[src/sv/pps_pkg.sv]
// Shared types and constants of the priority process scheduler.
package pps_pkg;

	localparam int IdW       = 7;
	localparam int PriW      = 4;
	localparam int BlkW      = 3;
	localparam int NeedW     = 5;
	localparam int QuW       = 3;
	localparam int LimW      = 5;
	localparam int MaskW     = 16;
	localparam int CfgDataW  = 7;
	localparam int CfgIdxW   = 2;
	localparam int CountOutW = 5;
	localparam int NextIdW   = 8;

	typedef enum logic [1:0] {
		MODE_READY   = 2'd0,
		MODE_RUNNING = 2'd1,
		MODE_BLOCKED = 2'd2
	} mode_t;

	typedef enum logic [CfgIdxW-1:0] {
		CFG_FULL_QUANTUM  = 2'd0,
		CFG_PROCESS_LIMIT = 2'd1,
		CFG_LAST_ID       = 2'd2
	} cfg_idx_t;

	typedef struct packed {
		logic [IdW-1:0]   id;
		logic [PriW-1:0]  pri;   // two's complement
		mode_t            mode;
		logic [BlkW-1:0]  blk;
		logic [NeedW-1:0] need;
		logic [NeedW-1:0] used;
		logic [QuW-1:0]   qu;
	} entry_t;

	// what the entry under the scan pointer is tested for
	typedef enum logic [2:0] {
		SC_DONE     = 3'd0,
		SC_QUOTA    = 3'd1,
		SC_PLACE    = 3'd2,
		SC_READY    = 3'd3,
		SC_RUNNING  = 3'd4,
		SC_SLOT_NEW = 3'd5
	} scan_t;

	typedef struct packed {
		logic  load_in;
		logic  clear_k;
		logic  step_k;
		scan_t scan;
		logic  remove_k;
		logic  requeue_k;
		logic  insert_k;
		logic  run_k;
		logic  charge_k;
		logic  unblock;
		logic  create_t;
		logic  emit;
	} dp_cmd_t;

	typedef struct packed {
		logic hit;
		logic at_end;
		logic create_ok;
		logic runner;
		logic out_busy;
	} dp_stat_t;

endpackage

[src/sv/pps_ctrl.sv]
// Sequencer that walks the tick phases over the process table.
module pps_ctrl import pps_pkg::*; (
	input  logic     clk,
	input  logic     arst_n,
	input  logic     in_valid,
	output logic     in_ready,
	input  dp_stat_t stat,
	output dp_cmd_t  cmd
);

	typedef enum logic [3:0] {
		S_IDLE, S_REMOVE, S_REQUEUE, S_PLACE, S_DISPATCH, S_CHARGE,
		S_UNBLOCK, S_CREATE, S_NEW_PLACE, S_FINISH
	} state_t;

	state_t state_q;
	state_t state_d;

	always_comb begin
		cmd      = '0;
		cmd.scan = SC_DONE;
		state_d  = state_q;
		in_ready = 1'b0;
		unique case (state_q)
			S_IDLE: begin
				in_ready = 1'b1;
				if (in_valid) begin
					cmd.load_in = 1'b1;
					cmd.clear_k = 1'b1;
					state_d     = S_REMOVE;
				end
			end
			S_REMOVE: begin
				cmd.scan = SC_DONE;
				if (stat.at_end || stat.hit) begin
					cmd.remove_k = !stat.at_end;
					cmd.clear_k  = 1'b1;
					state_d      = S_REQUEUE;
				end else begin
					cmd.step_k = 1'b1;
				end
			end
			S_REQUEUE: begin
				cmd.scan = SC_QUOTA;
				if (stat.at_end) begin
					cmd.clear_k = 1'b1;
					state_d     = S_DISPATCH;
				end else if (stat.hit) begin
					cmd.requeue_k = 1'b1;
					cmd.clear_k   = 1'b1;
					state_d       = S_PLACE;
				end else begin
					cmd.step_k = 1'b1;
				end
			end
			S_PLACE: begin
				cmd.scan = SC_PLACE;
				if (stat.at_end || stat.hit) begin
					cmd.insert_k = 1'b1;
					cmd.clear_k  = 1'b1;
					state_d      = S_DISPATCH;
				end else begin
					cmd.step_k = 1'b1;
				end
			end
			S_DISPATCH: begin
				cmd.scan = SC_READY;
				if (stat.runner || stat.at_end || stat.hit) begin
					cmd.run_k   = !stat.runner && !stat.at_end;
					cmd.clear_k = 1'b1;
					state_d     = S_CHARGE;
				end else begin
					cmd.step_k = 1'b1;
				end
			end
			S_CHARGE: begin
				cmd.scan = SC_RUNNING;
				if (stat.at_end || stat.hit) begin
					cmd.charge_k = !stat.at_end;
					state_d      = S_UNBLOCK;
				end else begin
					cmd.step_k = 1'b1;
				end
			end
			S_UNBLOCK: begin
				cmd.unblock = 1'b1;
				cmd.clear_k = 1'b1;
				state_d     = S_CREATE;
			end
			S_CREATE: begin
				if (stat.create_ok) begin
					cmd.create_t = 1'b1;
					state_d      = S_NEW_PLACE;
				end else begin
					state_d = S_FINISH;
				end
			end
			S_NEW_PLACE: begin
				cmd.scan = SC_SLOT_NEW;
				if (stat.at_end || stat.hit) begin
					cmd.insert_k = 1'b1;
					state_d      = S_FINISH;
				end else begin
					cmd.step_k = 1'b1;
				end
			end
			S_FINISH: begin
				if (!stat.out_busy) begin
					cmd.emit = 1'b1;
					state_d  = S_IDLE;
				end
			end
			default: state_d = S_IDLE;
		endcase
	end

	always_ff @(posedge clk or negedge arst_n) begin
		if (!arst_n) begin
			state_q <= S_IDLE;
		end else begin
			state_q <= state_d;
		end
	end

endmodule

[config.mk]
export PLATFORM = sky130hd
export DESIGN_NAME = pps_ctrl
export DESIGN_NICKNAME = d
export VERILOG_FILES = /design/src/sv/pps_pkg.sv /design/src/sv/pps_ctrl.sv
export SDC_FILE = /design/constraint.sdc
export NUM_CORES = 1
export LEC_CHECK = 0
export BUFFER_PORTS_ARGS = -buffer_cell sky130_fd_sc_hd__buf_4
export CAP_MARGIN = 20
export CORE_AREA = 5 5 42 44
export DETAILED_ROUTE_END_ITERATION = 16
export DIE_AREA = 0 0 47 49
export GPL_TIMING_DRIVEN = 1
export PLACE_DENSITY_LB_ADDON = 0.12
export SLEW_MARGIN = 20
export SYNTH_ARGS = -nofsm -noshare
export SYNTH_HDL_FRONTEND = slang
export SYNTH_SLANG_ARGS = --single-unit
[constraint.sdc]
create_clock -name clk -period 2.1 [get_ports clk]
set_input_delay 0.21 -clock clk [delete_from_list [all_inputs] [get_ports clk]]
set_output_delay 0.21 -clock clk [all_outputs]
set_load 0.005 [all_outputs]
==> impl_metrics.json <==
{
  "drive_above_1_share_pct": 33.3,
  "cts_buffer_depth": 2,
  "fp.dieW_um": 47,
  "async_reset_ff_share_pct": 100,
  "synth_nets": 89,
  "finalSetupViolCount": 0,
  "synth_compound_area_share_pct": 27.0,
  "cts_max_level": 1,
  "synth_top_family_by_area": "simple AND/OR/NAND/NOR gates",
  "syn_avg_cell_area_um2": 6.87,
  "track_usage_pct": 14.9,
  "cp_slowest_cell": "dfrtp_1",
  "ys_ff_latch": 4,
  "fillers": 156,
  "synth-xor-area-share_pct": 1.57,
  "outcome": "finished clean",
  "peakVddDrop_uv": 810,
  "grt_antenna_before_repair": 0,
  "dp_hpwl_mm": 1.16,
  "clock.fmax_mhz": 532,
  "ys.warnings.count": 0,
  "vias_per_cell": 5.36,
  "drv_cap": 0,
  "synthTopCellsByArea": "dfrtp_1, nor2_1, a21oi_1",
  "cts-root-buf": "clkbuf_4",
  "io_buffers": 22,
  "post_cts_buffers": 0,
  "power_density_nw_per_um2": 1470,
  "final_common_cell": "buf_4",
  "synth_ff_type": "dfrtp_1",
  "ys_types": 33,
  "cts_tree": "done",
  "hold_ws_ps": 305,
  "cp_max_fo": 19,
  "ioPinCount": 23,
  "die_area_um2": 2300,
  "final-max-slew-violation-count": 0,
  "yosysSeqAreaShare_pct": 18.0,
  "synthSimpleGateAreaFrac_pct": 42.0,
  "coreArea_um2": 1400,
  "cp-end-kind": "output pin",
  "largest_reg_flops": 4,
  "finalNetCount": 112,
  "top_regs": "state_q (4)",
  "worstSetupPathType": "flip-flop to output pin",
  "layout_common_cells": "buf_4, nor2_1, a21oi_1",
  "top_register": "state_q",
  "fin_crit_ps": 1880,
  "relSlewSlack_pct": 60.1,
  "syn_to_final_growth_pct": 34.4,
  "crit_required_ps": 1890,
  "fin_worst_skew_ps": 0.278,
  "slowest_delay_ps": 590,
  "drc": 0,
  "timing_hold_violations_final": 0,
  "synth_top_area_share_pct": 18.0,
  "clk_latency_ps": 240,
  "tightest_slew_ps": 599,
  "leakagePower_uw": 0.000336,
  "avgRoutedWirePerCell_um": 12.9,
  "synth-edff-count": 0,
  "grt_max_degree": 20,
  "synthAdderAreaFrac_pct": 0,
  "startpoint_type": "flip-flop",
  "cts_inserted_buffers": 3,
  "grt_pass1_vias": 569,
  "fin_tns_setup_ps": 0,
  "arrival_ps": 1670,
  "final_cells": 118,
  "ctsResizeCount": 0,
  "yosysTopAreaCell": "dfrtp_1",
  "die_h_um": 49,
  "cts.sinks": 4,
  "fin_crit_sh_pct": 89.6,
  "syn_area_um2": 557,
  "diodes": 0,
  "synthCells": 81,
  "place_inst": 114,
  "ant_nets": 0,
  "clkSlewWorstSetupHoldPaths_ps": 40,
  "hold_path_class": "primary input to asynchronous set/reset pin",
  "overflow": 0,
  "wl_mm": 1.52,
  "grt_pass1_wl_mm": 2.53,
  "rsz0062_at_grt": "false",
  "vias": 632,
  "drt_pass1_iterations": 4,
  "routabilityCongestion": 0.800,
  "start_util_pct": 39.7,
  "drtIter0Drc": 14,
  "core.rowCount": 14,
  "path_cells": "and2b_1 -> nand2_1 -> nor4_1 -> buf_4",
  "yosys-mux-area-fraction_pct": 0
}
[synthesized netlist by cell type, types with 2 or more instances]
master and count:
a21oi_1 7, a31oi_1 3, and4_1 2, buf_2 3, buf_4 3, clkbuf_1 2
dfrtp_1 4, nand2_1 6, nand2b_1 2, nor2_1 18, nor2b_1 2, nor3_1 6
o21ai_0 2, o21ai_1 2
[logic make-up after synthesis]
family                 after synthesis
flip-flops                           4
XOR/XNOR                             1
AND/OR/NAND/NOR                     43
AO/OA/AOI/OAI                       22
buffers and inverters               11
[critical path, delay by kind of cell, from the launching register on]
family | cells | cell delay (ps)
buffers and inverters | 1 | 160
flip-flops | 1 | 590
AND/OR/NAND/NOR | 3 | 680
[repair_timing]
item | 4_1_cts | 5_1_grt
hold endpoints to repair | 4 | 0
hold buffers | 1 | 0
setup endpoints to repair | 0 | 0
[final cells by class]
class	count	area, um^2	share of cell area, %
Inverter	2	7.51	1.00
Timing Repair Buffer	27	205	27.4
Sequential cell	4	100	13.4
Tap cell	16	20.0	2.68
Multi-Input combinational cell	66	393	52.5
Clock buffer	3	22.5	3.01
[where the power goes]
part / leakage, uW / internal [uW] / switching [uW]
logic: 0.000272 / 380 / 386
registers: 0.0000502 / 112 / 119
clock network: 0.0000138 / 64.1 / 35.1
total: 0.000336 / 557 / 540
[per-layer routing]
layer	track usage (%)	share of wire [%]	vias up
li1	-	-	326
met2	21.9	48	21
met1	19.7	44	281
met5	0	0	-
met3	4.80	6.5	4
met4	5.53	1.6	0
[final timing paths]
| path | from | endpoint | slack, ps | cells past startpoint |
|---|---|---|---|---|
| setup / recovery | state_q[3] | cmd[4] | 220 | 4 |
| hold / removal | arst_n | state_q[1] | 310 | 2 |
| setup reg to reg | state_q[3] | state_q[3] | 460 | 5 |
| hold reg to reg | state_q[1] | state_q[2] | 770 | 3 |
| max in group asynchronous | arst_n | state_q[3] | 1690 | 2 |
| min in group clk | stat[3] | state_q[1] | 340 | 4 |
[metrics by stage]
stage / setup WS [ps] / util (%) / total power [uW] / instance area (um^2)
after floorplan: 762 / - / 766 / 557
after global placement: 483 / 51.1 / 996 / 716
after detailed placement: 473 / 51.1 / 1000 / 716
after CTS: 227 / 53.4 / 1110 / 748
after global routing: 13.2 / 53.4 / 1210 / 748
final: 219 / 53.4 / 1100 / 748
(Power assumes the default switching activity.)
